### config.mk
export PLATFORM = sky130hd
export DESIGN_NAME = flywheel_tbh_velocity_controller_unit_flat
export DESIGN_NICKNAME = d
export VERILOG_FILES = /design/src/hdl/fwtbh_pkg.sv /design/src/hdl/fwtbh_if.sv /design/src/hdl/fwtbh_mul.sv /design/src/hdl/fwtbh_div.sv /design/src/hdl/flywheel_tbh_velocity_controller_unit.sv /design/src/flat_wrapper.sv
export SDC_FILE = /design/constraint.sdc
export NUM_CORES = 2
export LEC_CHECK = 0
export BUFFER_PORTS_ARGS = -buffer_cell sky130_fd_sc_hd__buf_2
export CORE_ASPECT_RATIO = 0.8
export CORE_UTILIZATION = 50
export CTS_BUF_LIST = sky130_fd_sc_hd__clkbuf_4 sky130_fd_sc_hd__clkbuf_8
export DETAILED_ROUTE_END_ITERATION = 12
export GPL_ROUTABILITY_DRIVEN = 1
export PLACE_DENSITY = 0.72
export SLEW_MARGIN = 20
export SYNTH_ARGS = -nofsm -noshare
export SYNTH_HDL_FRONTEND = slang
export SYNTH_HIERARCHICAL = 1
export SYNTH_SLANG_ARGS = --single-unit
export TNS_END_PERCENT = 50
### constraint.sdc
create_clock -name clk -period 8.15 [get_ports clk]
set_input_delay 0.4075 -clock clk [delete_from_list [all_inputs] [get_ports clk]]
set_output_delay 0.4075 -clock clk [all_outputs]
set_load 0.005 [all_outputs]
### src/hdl/fwtbh_pkg.sv
package fwtbh_pkg;

    // field widths
    localparam int DRIVE_W = 17;
    localparam int RPM_W   = 13;
    localparam int ERR_W   = 14;
    localparam int TGT_W   = 10;
    localparam int POS_W   = 32;
    localparam int CFG_W   = 16;

    // serial multiplier: unsigned a times left-aligned b, two bits of b per cycle
    localparam int MUL_A_W = 33;
    localparam int MUL_B_W = 16;
    localparam int PROD_W  = MUL_A_W + MUL_B_W;
    localparam int CNT_W   = 4;

    // restoring divider: one quotient bit per cycle
    localparam int DEN_W   = 48;
    localparam int QUOT_W  = 14;
    localparam int DSH_W   = DEN_W + QUOT_W - 1;

    localparam logic [CNT_W-1:0] DIGITS_FULL = CNT_W'(MUL_B_W / 2);
    localparam logic [CNT_W-1:0] DIGITS_HALF = CNT_W'(MUL_B_W / 4);

    localparam logic [DRIVE_W-1:0] DRIVE_ONE  = 17'd65536;
    localparam logic [29:0]        SUM_ONE    = 30'd16777216;
    localparam logic [15:0]        RPM_SCALE  = 16'd60000;
    localparam logic [RPM_W-1:0]   RPM_MAX    = 13'h0FFF;
    localparam logic [RPM_W-1:0]   RPM_MIN    = 13'h1000;

    localparam logic FUNC_SAMPLE     = 1'b0;
    localparam logic FUNC_SET_TARGET = 1'b1;

    typedef enum logic [1:0] {
        CFG_COUNTS_PER_REV = 2'd0,
        CFG_LOOP_GAIN      = 2'd1,
        CFG_MAX_POWER      = 2'd2,
        CFG_FULL_SCALE_MV  = 2'd3
    } cfg_idx_t;

    typedef struct packed {
        logic                   start;
        logic [MUL_A_W-1:0]     a;
        logic [MUL_B_W-1:0]     b;
        logic [CNT_W-1:0]       digits;
    } mul_req_t;

    typedef struct packed {
        logic                   busy;
        logic [PROD_W-1:0]      prod;
    } mul_rsp_t;

    typedef struct packed {
        logic                   start;
        logic [PROD_W-1:0]      num;
        logic [DEN_W-1:0]       den;
    } div_req_t;

    typedef struct packed {
        logic                   busy;
        logic [QUOT_W-1:0]      quot;
    } div_rsp_t;

endpackage

### src/hdl/fwtbh_if.sv
interface fwtbh_item_if;
    logic        valid;
    logic        ready;
    logic        func;
    logic signed [31:0] encoder_position;
    logic [31:0] timestamp_ms;
    logic [9:0]  target_rpm;
    logic [16:0] open_loop_drive;

    modport source (
        output valid, func, encoder_position, timestamp_ms, target_rpm, open_loop_drive,
        input  ready
    );
    modport sink (
        input  valid, func, encoder_position, timestamp_ms, target_rpm, open_loop_drive,
        output ready
    );
endinterface

interface fwtbh_result_if;
    logic        valid;
    logic        ready;
    logic [7:0]  motor_power;
    logic [13:0] voltage_mv;
    logic signed [12:0] measured_rpm;
    logic [16:0] drive_level;
    logic        crossed;

    modport source (
        output valid, motor_power, voltage_mv, measured_rpm, drive_level, crossed,
        input  ready
    );
    modport sink (
        input  valid, motor_power, voltage_mv, measured_rpm, drive_level, crossed,
        output ready
    );
endinterface

### src/hdl/fwtbh_mul.sv
module fwtbh_mul (
    input  logic                clk,
    input  logic                rst_n,
    input  fwtbh_pkg::mul_req_t req,
    output fwtbh_pkg::mul_rsp_t rsp
);

    logic [fwtbh_pkg::MUL_A_W-1:0] a_reg;
    logic [fwtbh_pkg::MUL_B_W-1:0] b_reg;
    logic [fwtbh_pkg::PROD_W-1:0]  acc_reg;
    logic [fwtbh_pkg::PROD_W-1:0]  acc_next;
    logic [fwtbh_pkg::CNT_W-1:0]   cnt_reg;
    logic [fwtbh_pkg::MUL_A_W+1:0] pp;

    // radix-4 digit from the top of b
    always_comb
    begin
        pp = (b_reg[fwtbh_pkg::MUL_B_W-1] ? {1'b0, a_reg, 1'b0} : '0)
           + (b_reg[fwtbh_pkg::MUL_B_W-2] ? {2'b00, a_reg} : '0);
        acc_next = {acc_reg[fwtbh_pkg::PROD_W-3:0], 2'b00} + fwtbh_pkg::PROD_W'(pp);
    end

    always_ff @(posedge clk or negedge rst_n)
    begin
        if (!rst_n)
        begin
            a_reg   <= '0;
            b_reg   <= '0;
            acc_reg <= '0;
            cnt_reg <= '0;
        end
        else if (req.start)
        begin
            a_reg   <= req.a;
            b_reg   <= req.b;
            acc_reg <= '0;
            cnt_reg <= req.digits;
        end
        else if (cnt_reg != '0)
        begin
            acc_reg <= acc_next;
            b_reg   <= {b_reg[fwtbh_pkg::MUL_B_W-3:0], 2'b00};
            cnt_reg <= cnt_reg - 1'b1;
        end
    end

    assign rsp.busy = (cnt_reg != '0);
    assign rsp.prod = acc_reg;

endmodule

### src/hdl/fwtbh_div.sv
module fwtbh_div (
    input  logic                clk,
    input  logic                rst_n,
    input  fwtbh_pkg::div_req_t req,
    output fwtbh_pkg::div_rsp_t rsp
);

    localparam logic [fwtbh_pkg::CNT_W-1:0] STEPS = fwtbh_pkg::CNT_W'(fwtbh_pkg::QUOT_W);

    logic [fwtbh_pkg::PROD_W-1:0] r_reg;
    logic [fwtbh_pkg::DSH_W-1:0]  dsh_reg;
    logic [fwtbh_pkg::QUOT_W-1:0] q_reg;
    logic [fwtbh_pkg::CNT_W-1:0]  cnt_reg;
    logic                         ge;

    assign ge = ({{(fwtbh_pkg::DSH_W-fwtbh_pkg::PROD_W){1'b0}}, r_reg} >= dsh_reg);

    always_ff @(posedge clk or negedge rst_n)
    begin
        if (!rst_n)
        begin
            r_reg   <= '0;
            dsh_reg <= '0;
            q_reg   <= '0;
            cnt_reg <= '0;
        end
        else if (req.start)
        begin
            r_reg   <= req.num;
            dsh_reg <= {req.den, {(fwtbh_pkg::QUOT_W-1){1'b0}}};
            q_reg   <= '0;
            cnt_reg <= STEPS;
        end
        else if (cnt_reg != '0)
        begin
            // top quotient bit set means quotient at least 2^(QUOT_W-1)
            if (ge)
            begin
                r_reg <= r_reg - dsh_reg[fwtbh_pkg::PROD_W-1:0];
            end
            q_reg   <= {q_reg[fwtbh_pkg::QUOT_W-2:0], ge};
            dsh_reg <= dsh_reg >> 1;
            cnt_reg <= cnt_reg - 1'b1;
        end
    end

    assign rsp.busy = (cnt_reg != '0);
    assign rsp.quot = q_reg;

endmodule

### src/hdl/flywheel_tbh_velocity_controller_unit.sv
// flow: a sample word computes rpm (skipped when its elapsed time is zero), then the error, drive
// update and crossing check; a set-target word goes straight to power scaling, which zero max power skips
// handshake: one word at a time; the next word is accepted the cycle after the result enters the
// output register; the multiplier takes two bits of b and the divider one quotient bit per cycle;
// a result that is not taken holds the block
// reset: all state clears, registers return to 900 / 1678 / 210 / 12000, first-crossing armed
module flywheel_tbh_velocity_controller_unit (
    input  logic                 clk,
    input  logic                 rst_n,
    fwtbh_item_if.sink           item,
    fwtbh_result_if.source       result,
    input  logic                 cfg_we,
    input  logic [1:0]           cfg_index,
    input  logic [fwtbh_pkg::CFG_W-1:0] cfg_data
);

    typedef enum logic [3:0] {
        S_IDLE,
        S_RPM_MUL,
        S_RPM_DIV,
        S_ERR,
        S_ERR_MUL,
        S_CROSS,
        S_POW,
        S_POW_MUL,
        S_MV,
        S_MV_MUL,
        S_MV_DIV,
        S_EMIT
    } state_t;

    state_t state_reg;

    // configuration
    logic [15:0] cpr_reg;
    logic [15:0] gain_reg;
    logic [7:0]  maxp_reg;
    logic [13:0] fsmv_reg;

    // controller state
    logic [31:0] last_pos_reg;
    logic [31:0] last_time_reg;
    logic [fwtbh_pkg::RPM_W-1:0]   velocity_reg;
    logic [fwtbh_pkg::TGT_W-1:0]   target_reg;
    logic [fwtbh_pkg::DRIVE_W-1:0] drive_reg;
    logic [fwtbh_pkg::DRIVE_W-1:0] taken_back_reg;
    logic [fwtbh_pkg::DRIVE_W-1:0] guess_reg;
    logic [fwtbh_pkg::ERR_W-1:0]   prev_err_reg;
    logic                          awaiting_reg;

    // working registers
    logic                          delta_neg_reg;
    logic [fwtbh_pkg::ERR_W-1:0]   err_reg;
    logic                          crossed_reg;
    logic [7:0]                    power_reg;
    logic [13:0]                   mv_reg;

    // output word
    logic                          rvalid_reg;
    logic [7:0]                    r_power_reg;
    logic [13:0]                   r_mv_reg;
    logic [fwtbh_pkg::RPM_W-1:0]   r_rpm_reg;
    logic [fwtbh_pkg::DRIVE_W-1:0] r_drive_reg;
    logic                          r_crossed_reg;

    fwtbh_pkg::mul_req_t mul0_req;
    fwtbh_pkg::mul_req_t mul1_req;
    fwtbh_pkg::mul_rsp_t mul0_rsp;
    fwtbh_pkg::mul_rsp_t mul1_rsp;
    fwtbh_pkg::div_req_t div_req;
    fwtbh_pkg::div_rsp_t div_rsp;

    logic                           accept;
    logic [31:0]                    elapsed;
    logic [32:0]                    delta;
    logic [32:0]                    delta_mag;
    logic [15:0]                    cpr_eff;
    logic [fwtbh_pkg::ERR_W-1:0]    vel_ext;
    logic [fwtbh_pkg::ERR_W-1:0]    err_now;
    logic [fwtbh_pkg::ERR_W-1:0]    err_mag;
    logic [fwtbh_pkg::ERR_W-1:0]    prime_err;
    logic [fwtbh_pkg::DRIVE_W-1:0]  guess_sat;
    logic [fwtbh_pkg::RPM_W-1:0]    rpm_sat;
    logic [30:0]                    prod_s;
    logic [30:0]                    sum;
    logic [24:0]                    sum_clip;
    logic [24:0]                    sum_round;
    logic [fwtbh_pkg::DRIVE_W:0]    avg_sum;
    logic [25:0]                    pw_round;
    logic [9:0]                     pw;
    logic                           load_out;

    assign accept = item.valid && item.ready;
    assign item.ready = (state_reg == S_IDLE);

    always_comb
    begin
        elapsed   = item.timestamp_ms - last_time_reg;
        delta     = {item.encoder_position[31], item.encoder_position}
                  - {last_pos_reg[31], last_pos_reg};
        delta_mag = delta[32] ? (33'd0 - delta) : delta;
        cpr_eff   = (cpr_reg == 16'd0) ? 16'd1 : cpr_reg;

        vel_ext   = {velocity_reg[fwtbh_pkg::RPM_W-1], velocity_reg};
        err_now   = {4'b0000, target_reg} - vel_ext;
        err_mag   = err_now[fwtbh_pkg::ERR_W-1] ? (14'd0 - err_now) : err_now;
        prime_err = {4'b0000, item.target_rpm} - vel_ext;
        guess_sat = (item.open_loop_drive > fwtbh_pkg::DRIVE_ONE)
                  ? fwtbh_pkg::DRIVE_ONE : item.open_loop_drive;

        // saturate the magnitude quotient to the signed rpm range
        if (!delta_neg_reg)
        begin
            rpm_sat = (div_rsp.quot > 14'd4095) ? fwtbh_pkg::RPM_MAX
                                                : div_rsp.quot[fwtbh_pkg::RPM_W-1:0];
        end
        else
        begin
            rpm_sat = (div_rsp.quot > 14'd4096) ? fwtbh_pkg::RPM_MIN
                                                : (13'd0 - div_rsp.quot[fwtbh_pkg::RPM_W-1:0]);
        end

        // Q1.24 integration, clipped to [0, 1], rounded back to Q1.16
        prod_s = {2'b00, mul0_rsp.prod[28:0]};
        sum    = {6'b000000, drive_reg, 8'h00}
               + (err_reg[fwtbh_pkg::ERR_W-1] ? (31'd0 - prod_s) : prod_s);
        if (sum[30])
        begin
            sum_clip = '0;
        end
        else if (sum[29:0] > fwtbh_pkg::SUM_ONE)
        begin
            sum_clip = fwtbh_pkg::SUM_ONE[24:0];
        end
        else
        begin
            sum_clip = sum[24:0];
        end
        sum_round = sum_clip + 25'd128;

        avg_sum  = {1'b0, drive_reg} + {1'b0, taken_back_reg} + 18'd1;

        pw_round = mul0_rsp.prod[25:0] + 26'd32768;
        pw       = pw_round[25:16];

        load_out = (state_reg == S_EMIT) && (!rvalid_reg || result.ready);
    end

    // operand routing to the serial units; mul0 and the divider are shared between steps
    always_comb
    begin
        mul0_req = '0;
        mul1_req = '0;
        div_req  = '0;
        unique case (state_reg)
            S_IDLE:
            begin
                if (accept && item.func == fwtbh_pkg::FUNC_SAMPLE && elapsed != 32'd0)
                begin
                    mul0_req.start  = 1'b1;
                    mul0_req.a      = delta_mag;
                    mul0_req.b      = fwtbh_pkg::RPM_SCALE;
                    mul0_req.digits = fwtbh_pkg::DIGITS_FULL;
                    mul1_req.start  = 1'b1;
                    mul1_req.a      = {1'b0, elapsed};
                    mul1_req.b      = cpr_eff;
                    mul1_req.digits = fwtbh_pkg::DIGITS_FULL;
                end
            end
            S_RPM_MUL:
            begin
                if (!mul0_rsp.busy && !mul1_rsp.busy)
                begin
                    div_req.start = 1'b1;
                    div_req.num   = mul0_rsp.prod;
                    div_req.den   = mul1_rsp.prod[fwtbh_pkg::DEN_W-1:0];
                end
            end
            S_ERR:
            begin
                mul0_req.start  = 1'b1;
                mul0_req.a      = {19'd0, err_mag};
                mul0_req.b      = gain_reg;
                mul0_req.digits = fwtbh_pkg::DIGITS_FULL;
            end
            S_POW:
            begin
                if (maxp_reg != 8'd0)
                begin
                    mul0_req.start  = 1'b1;
                    mul0_req.a      = {16'd0, drive_reg};
                    mul0_req.b      = {maxp_reg, 8'h00};
                    mul0_req.digits = fwtbh_pkg::DIGITS_HALF;
                end
            end
            S_MV:
            begin
                mul0_req.start  = 1'b1;
                mul0_req.a      = {19'd0, fsmv_reg};
                mul0_req.b      = {power_reg, 8'h00};
                mul0_req.digits = fwtbh_pkg::DIGITS_HALF;
            end
            S_MV_MUL:
            begin
                if (!mul0_rsp.busy)
                begin
                    div_req.start = 1'b1;
                    div_req.num   = mul0_rsp.prod;
                    div_req.den   = {40'd0, maxp_reg};
                end
            end
            default:
            begin
            end
        endcase
    end

    fwtbh_mul u_mul0 (
        .clk   (clk),
        .rst_n (rst_n),
        .req   (mul0_req),
        .rsp   (mul0_rsp)
    );

    fwtbh_mul u_mul1 (
        .clk   (clk),
        .rst_n (rst_n),
        .req   (mul1_req),
        .rsp   (mul1_rsp)
    );

    fwtbh_div u_div (
        .clk   (clk),
        .rst_n (rst_n),
        .req   (div_req),
        .rsp   (div_rsp)
    );

    always_ff @(posedge clk or negedge rst_n)
    begin
        if (!rst_n)
        begin
            cpr_reg  <= 16'd900;
            gain_reg <= 16'd1678;
            maxp_reg <= 8'd210;
            fsmv_reg <= 14'd12000;
        end
        else if (cfg_we)
        begin
            unique case (fwtbh_pkg::cfg_idx_t'(cfg_index))
                fwtbh_pkg::CFG_COUNTS_PER_REV: cpr_reg  <= cfg_data;
                fwtbh_pkg::CFG_LOOP_GAIN:      gain_reg <= cfg_data;
                fwtbh_pkg::CFG_MAX_POWER:      maxp_reg <= cfg_data[7:0];
                fwtbh_pkg::CFG_FULL_SCALE_MV:  fsmv_reg <= cfg_data[13:0];
            endcase
        end
    end

    always_ff @(posedge clk or negedge rst_n)
    begin
        if (!rst_n)
        begin
            state_reg      <= S_IDLE;
            last_pos_reg   <= '0;
            last_time_reg  <= '0;
            velocity_reg   <= '0;
            target_reg     <= '0;
            drive_reg      <= '0;
            taken_back_reg <= '0;
            guess_reg      <= '0;
            prev_err_reg   <= '0;
            awaiting_reg   <= 1'b1;
            delta_neg_reg  <= 1'b0;
            err_reg        <= '0;
            crossed_reg    <= 1'b0;
            power_reg      <= '0;
            mv_reg         <= '0;
            rvalid_reg     <= 1'b0;
            r_power_reg    <= '0;
            r_mv_reg       <= '0;
            r_rpm_reg      <= '0;
            r_drive_reg    <= '0;
            r_crossed_reg  <= 1'b0;
        end
        else
        begin
            if (result.ready && !load_out)
            begin
                rvalid_reg <= 1'b0;
            end

            unique case (state_reg)
                S_IDLE:
                begin
                    if (accept)
                    begin
                        if (item.func == fwtbh_pkg::FUNC_SET_TARGET)
                        begin
                            target_reg     <= item.target_rpm;
                            prev_err_reg   <= prime_err;
                            guess_reg      <= guess_sat;
                            awaiting_reg   <= 1'b1;
                            taken_back_reg <= '0;
                            crossed_reg    <= 1'b0;
                            state_reg      <= S_POW;
                        end
                        else
                        begin
                            last_pos_reg  <= item.encoder_position;
                            last_time_reg <= item.timestamp_ms;
                            delta_neg_reg <= delta[32];
                            crossed_reg   <= 1'b0;
                            // no time elapsed: keep the old velocity
                            state_reg     <= (elapsed != 32'd0) ? S_RPM_MUL : S_ERR;
                        end
                    end
                end
                S_RPM_MUL:
                begin
                    if (!mul0_rsp.busy && !mul1_rsp.busy)
                    begin
                        state_reg <= S_RPM_DIV;
                    end
                end
                S_RPM_DIV:
                begin
                    if (!div_rsp.busy)
                    begin
                        velocity_reg <= rpm_sat;
                        state_reg    <= S_ERR;
                    end
                end
                S_ERR:
                begin
                    err_reg   <= err_now;
                    state_reg <= S_ERR_MUL;
                end
                S_ERR_MUL:
                begin
                    if (!mul0_rsp.busy)
                    begin
                        drive_reg <= sum_round[24:8];
                        state_reg <= S_CROSS;
                    end
                end
                S_CROSS:
                begin
                    // zero counts as non-negative
                    if (err_reg[fwtbh_pkg::ERR_W-1] != prev_err_reg[fwtbh_pkg::ERR_W-1])
                    begin
                        crossed_reg <= 1'b1;
                        if (awaiting_reg)
                        begin
                            drive_reg      <= guess_reg;
                            taken_back_reg <= guess_reg;
                            awaiting_reg   <= 1'b0;
                        end
                        else
                        begin
                            drive_reg      <= avg_sum[fwtbh_pkg::DRIVE_W:1];
                            taken_back_reg <= avg_sum[fwtbh_pkg::DRIVE_W:1];
                        end
                    end
                    prev_err_reg <= err_reg;
                    state_reg    <= S_POW;
                end
                S_POW:
                begin
                    if (maxp_reg == 8'd0)
                    begin
                        power_reg <= '0;
                        mv_reg    <= '0;
                        state_reg <= S_EMIT;
                    end
                    else
                    begin
                        state_reg <= S_POW_MUL;
                    end
                end
                S_POW_MUL:
                begin
                    if (!mul0_rsp.busy)
                    begin
                        power_reg <= (pw > {2'b00, maxp_reg}) ? maxp_reg : pw[7:0];
                        state_reg <= S_MV;
                    end
                end
                S_MV:
                begin
                    state_reg <= S_MV_MUL;
                end
                S_MV_MUL:
                begin
                    if (!mul0_rsp.busy)
                    begin
                        state_reg <= S_MV_DIV;
                    end
                end
                S_MV_DIV:
                begin
                    if (!div_rsp.busy)
                    begin
                        mv_reg    <= div_rsp.quot;
                        state_reg <= S_EMIT;
                    end
                end
                S_EMIT:
                begin
                    if (load_out)
                    begin
                        rvalid_reg    <= 1'b1;
                        r_power_reg   <= power_reg;
                        r_mv_reg      <= mv_reg;
                        r_rpm_reg     <= velocity_reg;
                        r_drive_reg   <= drive_reg;
                        r_crossed_reg <= crossed_reg;
                        state_reg     <= S_IDLE;
                    end
                end
                default:
                begin
                    state_reg <= S_IDLE;
                end
            endcase
        end
    end

    assign result.valid        = rvalid_reg;
    assign result.motor_power  = r_power_reg;
    assign result.voltage_mv   = r_mv_reg;
    assign result.measured_rpm = r_rpm_reg;
    assign result.drive_level  = r_drive_reg;
    assign result.crossed      = r_crossed_reg;

    a_units_idle: assert property (@(posedge clk) disable iff (!rst_n)
        state_reg == S_IDLE |-> !mul0_rsp.busy && !mul1_rsp.busy && !div_rsp.busy)
        else $error("serial unit busy while waiting for a word");

    a_div_start_free: assert property (@(posedge clk) disable iff (!rst_n)
        div_req.start |-> !div_rsp.busy)
        else $error("divider restarted while running");

    a_drive_range: assert property (@(posedge clk) disable iff (!rst_n)
        drive_reg <= fwtbh_pkg::DRIVE_ONE && taken_back_reg <= fwtbh_pkg::DRIVE_ONE)
        else $error("drive above one");

    a_rearm: assert property (@(posedge clk) disable iff (!rst_n)
        accept && item.func == fwtbh_pkg::FUNC_SET_TARGET |=> awaiting_reg && state_reg == S_POW)
        else $error("set target did not re-arm crossing detection");

    a_power_limit: assert property (@(posedge clk) disable iff (!rst_n)
        load_out |=> result.motor_power <= $past(maxp_reg))
        else $error("motor power above max power");

endmodule
### src/flat_wrapper.sv
// flat-port wrapper written by rule: the top's interface ports become plain ports
module flywheel_tbh_velocity_controller_unit_flat 
  (clk, rst_n, cfg_we, cfg_index, cfg_data, item_valid, item_func, item_encoder_position, item_timestamp_ms, item_target_rpm, item_open_loop_drive, item_ready, result_valid, result_motor_power, result_voltage_mv, result_measured_rpm, result_drive_level, result_crossed, result_ready);
  fwtbh_item_if item_i ();
  fwtbh_result_if result_i ();
  input  logic clk;
  input  logic rst_n;
  input  logic cfg_we;
  input  logic [1:0] cfg_index;
  input  logic [fwtbh_pkg::CFG_W-1:0] cfg_data;
  input wire logic [$bits(item_i.valid)-1:0] item_valid;
  input wire logic [$bits(item_i.func)-1:0] item_func;
  input wire logic [$bits(item_i.encoder_position)-1:0] item_encoder_position;
  input wire logic [$bits(item_i.timestamp_ms)-1:0] item_timestamp_ms;
  input wire logic [$bits(item_i.target_rpm)-1:0] item_target_rpm;
  input wire logic [$bits(item_i.open_loop_drive)-1:0] item_open_loop_drive;
  output wire logic [$bits(item_i.ready)-1:0] item_ready;
  output wire logic [$bits(result_i.valid)-1:0] result_valid;
  output wire logic [$bits(result_i.motor_power)-1:0] result_motor_power;
  output wire logic [$bits(result_i.voltage_mv)-1:0] result_voltage_mv;
  output wire logic [$bits(result_i.measured_rpm)-1:0] result_measured_rpm;
  output wire logic [$bits(result_i.drive_level)-1:0] result_drive_level;
  output wire logic [$bits(result_i.crossed)-1:0] result_crossed;
  input wire logic [$bits(result_i.ready)-1:0] result_ready;
  assign item_i.valid = item_valid;
  assign item_i.func = item_func;
  assign item_i.encoder_position = item_encoder_position;
  assign item_i.timestamp_ms = item_timestamp_ms;
  assign item_i.target_rpm = item_target_rpm;
  assign item_i.open_loop_drive = item_open_loop_drive;
  assign item_ready = item_i.ready;
  assign result_valid = result_i.valid;
  assign result_motor_power = result_i.motor_power;
  assign result_voltage_mv = result_i.voltage_mv;
  assign result_measured_rpm = result_i.measured_rpm;
  assign result_drive_level = result_i.drive_level;
  assign result_crossed = result_i.crossed;
  assign result_i.ready = result_ready;
  flywheel_tbh_velocity_controller_unit u_core (.clk(clk), .rst_n(rst_n), .item(item_i), .result(result_i), .cfg_we(cfg_we), .cfg_index(cfg_index), .cfg_data(cfg_data));
endmodule
=== Yosys cells after proc, flatten, opt, wreduce, memory -nomap -nowiden ===
Index checks and enable logic that the tools add are counted.

* Input port bits: 115
* Register bits after elaboration: 634
* Output and inout port bits: 55
* Logic and storage cells: 218

* Bitwise operators: 2
* Equal/unequal tests: 26
* Magnitude comparators: 6
* Add/sub/neg operators: 21
* Multiplexer cells: 82
* Reduce and logical (&&, ||, !) cells: 44

{| class="wikitable"
|+ Operator list
! kind !! count
|-
| 49-bit 2-to-1 mux || 5
|-
| 54-bit 2-to-1 mux || 4
|-
| 54-bit one-hot mux with 4 select lines || 1
|-
| 98-bit 2-to-1 mux || 2
|-
| 98-bit one-hot mux with 2 select lines || 1
|-
| 61-bit 2-to-1 mux || 2
|-
| 17-bit 2-to-1 mux || 6
|-
| 33-bit 2-to-1 mux || 3
|-
| 14-bit 2-to-1 mux || 7
|-
| 48-bit 2-to-1 mux || 2
|-
| 16-bit 2-to-1 mux || 5
|-
| 35-bit by 33-bit adder with 35-bit output || 2
|-
| 34-bit 2-to-1 mux || 2
|-
| 17-bit one-hot mux with 2 select lines || 2
|-
| 4-bit 2-to-1 mux || 16
|-
| 49-bit by 61-bit >= comparator with 1-bit output || 1
|-
| 14-bit one-hot mux with 2 select lines || 2
|-
| 25-bit 2-to-1 mux || 2
|-
| 49-bit by 35-bit adder with 49-bit output || 1
|-
| 49-bit subtractor || 1
|-
| 48-bit by 35-bit adder with 48-bit output || 1
|-
| 4-bit one-hot mux with 12 select lines || 1
|-
| 13-bit 2-to-1 mux || 3
|-
| 1-bit by 33-bit subtractor with 33-bit output, first input constant || 1
|-
| other kinds (48) || 108
|}

=== Depth between registers and ports, before layout ===
* Depth in word-level cells: 9
* Gate-level depth with buffers: 25
* Gate-level depth less buffers: 25

=== Modules after synthesis ===
Netlist, hierarchy kept.

{| class="wikitable"
|+ By module, submodules not included
! module !! area each (um^2) !! cells each !! instances
|-
| flywheel_tbh_velocity_controller_unit || 21343.0 || 2489 || 1
|-
| fwtbh_div || 8878.5 || 1088 || 1
|-
| fwtbh_mul (u_core.u_mul0) || 8220.4 || 943 || 1
|-
| fwtbh_mul (u_core.u_mul1) || 8132.8 || 937 || 1
|}

=== Worst setup path before layout ===
No wires, ideal clock.

* Path type: flip-flop to flip-flop
* From: register u_core/u_mul1/b_reg[14] in the netlist's numbering
* To: register u_core/u_mul1/acc_reg[43] in the netlist's numbering
* Path slack: 2521 ps
* Clock period less this slack: 5629 ps
* Data required time: 8051 ps
* Cell stages (with the launch flop): 22
* Buffers on the path: 2
* Arrival: 5530 ps
* Path through: dfrtp_1 -> clkbuf_1 -> and2_1 -> ha_1 -> a211oi_1 -> o21ai_0 -> a221oi_1 -> o21ai_2 -> o41ai_2 -> o31ai_1 -> or2_2 -> a31oi_1 -> xnor2_1 -> ha_1 -> clkbuf_1 -> nand4_1 -> or3_1 -> or4_4 -> a211oi_2 -> nor2_2 -> or3_1 -> a311oi_1

* Word-level cells in the longest chain between the ends: 5

{| class="wikitable"
|+ Ends and longest elaborated chain
! element !! line !! text
|-
| start, declared || fwtbh_mul.sv:9 || <nowiki>logic [fwtbh_pkg::MUL_B_W-1:0] b_reg;</nowiki>
|-
| start signal, assigned || fwtbh_mul.sv:35 || <nowiki>b_reg <= req.b;</nowiki>
|-
| start signal, assigned || fwtbh_mul.sv:42 || <nowiki>b_reg <= {b_reg[fwtbh_pkg::MUL_B_W-3:0], 2'b00};</nowiki>
|-
| 33-bit 2-to-1 mux || fwtbh_mul.sv:19 || <nowiki>+ (b_reg[fwtbh_pkg::MUL_B_W-2] ? {2'b00, a_reg} : '0);</nowiki>
|-
| 35-bit by 33-bit adder with 35-bit output || fwtbh_mul.sv:19 ||
|-
| 48-bit by 35-bit adder with 48-bit output || fwtbh_mul.sv:20 || <nowiki>acc_next = {acc_reg[fwtbh_pkg::PROD_W-3:0], 2'b00} + fwtbh_pkg::PROD_W'(pp);</nowiki>
|-
| 48-bit 2-to-1 mux || fwtbh_mul.sv:39 || <nowiki>else if (cnt_reg != '0)</nowiki>
|-
| 48-bit 2-to-1 mux || fwtbh_mul.sv:32 || <nowiki>else if (req.start)</nowiki>
|-
| end signal, assigned || fwtbh_mul.sv:41 || <nowiki>acc_reg <= acc_next;</nowiki>
|-
| end, declared || fwtbh_mul.sv:10 || <nowiki>logic [fwtbh_pkg::PROD_W-1:0] acc_reg;</nowiki>
|}

No other way between the ends. The select of a mux whose other input is x is not followed.
A chain may end at the register's enable or synchronous reset.

=== Worst setup path in the final report ===
* From: register u_core/u_mul1/b_reg[15] in the netlist's numbering
* To: register u_core/u_mul1/acc_reg[43] in the netlist's numbering

* Word-level cells in the longest chain between the ends: 5

{| class="wikitable"
|+ Ends and longest elaborated chain
! element !! line !! text
|-
| 34-bit 2-to-1 mux || fwtbh_mul.sv:18 || <nowiki>pp = (b_reg[fwtbh_pkg::MUL_B_W-1] ? {1'b0, a_reg, 1'b0} : '0)</nowiki>
|-
| 35-bit by 33-bit adder with 35-bit output || fwtbh_mul.sv:19 ||
|-
| 48-bit by 35-bit adder with 48-bit output || fwtbh_mul.sv:20 ||
|-
| 48-bit 2-to-1 mux || fwtbh_mul.sv:39 ||
|-
| 48-bit 2-to-1 mux || fwtbh_mul.sv:32 ||
|}

No other way between the ends. The select of a mux whose other input is x is not followed.

==> summary.txt <==
Sum Neg Setup Slack - 0 ns
Global-route wire length before repair - 205300 µm
Nets@finish - 6068
Crit share post-route - 80.84%
DPL Wire Length - 94730 µm
Slew HR - 26.91%
# IOs - 170
Tot GR Track Use - 26.75%
Max Slew Vio Count - 0
Clock Tree Buf Depth - 3
CTS Root Cell - clkbuf_8
Clock Latency Late Sink - 0.76 ns
Slew @ Worst Pin - 1.096 ns
Post-route minimum period - 6.588 ns
Drt drc - 0
Postcts setup bufs - 0
Initial antenna violation count - 3
Antenna Nets Post-Route - 0
Design Area, Final - 51670 µm²
VDD IR max - 0.0002971 V
Die X - 343.0 µm
Startpoint Class - flop
Worst Skew - 0.04432 ns
Final Power - 19.17 mW
Fillers - 8334
Endpoints failing setup - 0
H-tree depth - 3
Starting Density - 50.75%
Mean post-synth cell area - 8.533 µm²
Vias in the first global route - 37770
Initial DRC count - 3858
Flip-flop count of the largest register after layout - 61
Place WS - 1.605 ns
First-pass iteration count of the detailed router - 6
Syn Std Cell Area - 46520 µm²
Multi-input gate area - 29310 µm²
Min-delay worst type - input port to flop
Placed cell count - 6611
Die height - 274.8 µm
Final Non-Filler Cells - 6911
Via density - 5.915
Crit path kind - flop to flop
Area Overhead vs Synth - 11.06%
RSZ-0062 raised after global routing - false
Final wirelength - 128500 µm
Hold WS - 0.07850 ns
Max-cap viol count - 0
Crit path largest cell delay - 0.85 ns
Arr. time, crit path - 7.23 ns
Die area - 94280 µm²
CP Cell Sequence - and2_1, ha_1, a211oi_1, o21ai_0, a221oi_1, o21ai_2, o41ai_2, o31ai_1, or2_2, xor2_1, ha_1, nand4_1, or3_1, or3_1, or4_4, a211oi_2, nor2_2, or3_1, a311oi_1
Fmax - 0.1518 GHz
Leakage - 23.97 nW
YS warnings - 6
Placed cell area - 48130 µm²
Placeable Area - 91660 µm²
Total congestion overflow - 0
Final WS setup - 1.562 ns
Post-layout util - 56.37%
Rows - 99
Final count of hold timing violations - 0
Crit-path most repeated cell - or3_1
PortBufs - 169
CTS tree - built
Crit path max fanout - 34
Sink Count - 608
Status - complete, no violations
Per-cell routed wire length - 18.59 µm
CP max stage cell - dfrtp_1
Via Count - 40880
Worst Path Required - 8.79 ns
Crit. End Element - flop
Post-synthesis cell count - 5452
Pin count of the biggest net entering global routing - 168
PD cells - 371.1 nW/µm²
Seq. cell area - 15240 µm²
TritonCTS Buffers - 104
CTS clock-pin slew for the worst setup and hold paths - 0.06 ns
Placer congestion estimate - 0.9978
Share of layout cells above drive strength 1 - 13.13%
## critical path, delay by kind of cell, from the launching register on
kind                       cells  cell delay, ns
xor gates and xnor gates       1            0.17
adders and majority gates      2            0.65
and+or+nand+nor                8            2.36
DFF                            1            0.85
AOI/OAI and AO/OA              8            2.43
## routing by layer
layer	share of wire [%]	track usage, %
met5	0.0054	0
met1	49	40.87
met2	41	38.31
met4	2.0	6.456
met3	7.5	5.224
## final timing paths
| kind | cells after the start | to | slack [ns] | from |
|---|---|---|---|---|
| hold reg to reg | 2 | u_core/mv_reg[3] | 0.48 | u_core/mv_reg[3] |
| setup / recovery | 19 | u_core/u_mul1/acc_reg[43] | 1.56 | u_core/u_mul1/b_reg[15] |
| hold / removal | 2 | u_core/gain_reg[2] | 0.08 | cfg_data[2] |
| min in group asynchronous | 2 | u_core/result.measured_rpm[4] | 0.31 | rst_n |
| setup reg to reg | 19 | u_core/u_mul1/acc_reg[43] | 1.56 | u_core/u_mul1/b_reg[15] |
| max in group asynchronous | 4 | u_core/u_mul1/acc_reg[39] | 6.12 | rst_n |
## power breakdown
part           internal [mW]  leakage (nW)  switching (mW)  total [mW]
combinational           4.34          14.7            6.70        11.0
sequential              3.94          7.95            1.00        4.94
clock                   1.87          1.27            1.33        3.20
## layout make-up
class	count	share of cell area, %
inverter	247	1.797
sequential	608	29.50
tap	1212	2.935
timing repair buffer	311	4.349
multi-input combinational	4343	56.72
clock buffer	163	3.930
antenna	1	0.004843
clock inverter	26	0.7604
## layout by cell type, fill, tap and decap left out, types with 15 or more instances in the layout
cell type	n
nand4_1	48
a21oi_1	417
buf_4	28
nand2_1	657
nor2b_1	36
or3_1	39
clkbuf_8	129
nor4_1	29
nor2_1	371
inv_1	244
dlygate4sd3_1	110
xor2_1	113
nand2b_1	32
nor3b_1	19
nand3_1	98
or2_2	15
o21a_1	58
nand3b_1	18
a22o_1	38
a21o_1	142
clkbuf_4	34
o21bai_1	44
dfrtp_1	586
a21oi_2	23
buf_2	168
and3_1	60
nor3_1	66
dfstp_2	22
mux2_2	198
ha_1	328
o211ai_1	32
and2_1	248
mux2i_1	67
xnor2_1	211
a31oi_1	48
a211oi_1	64
o31ai_1	26
o21ai_1	57
o21ai_0	391
## timing repair
item	in CTS	in global routing
hold buffers	110	0
endpoints found under the setup margin	0	0
gates resized for setup	0	0
hold endpoints to repair	242	0
No activity file was read; power rests on OpenSTA's default activity.
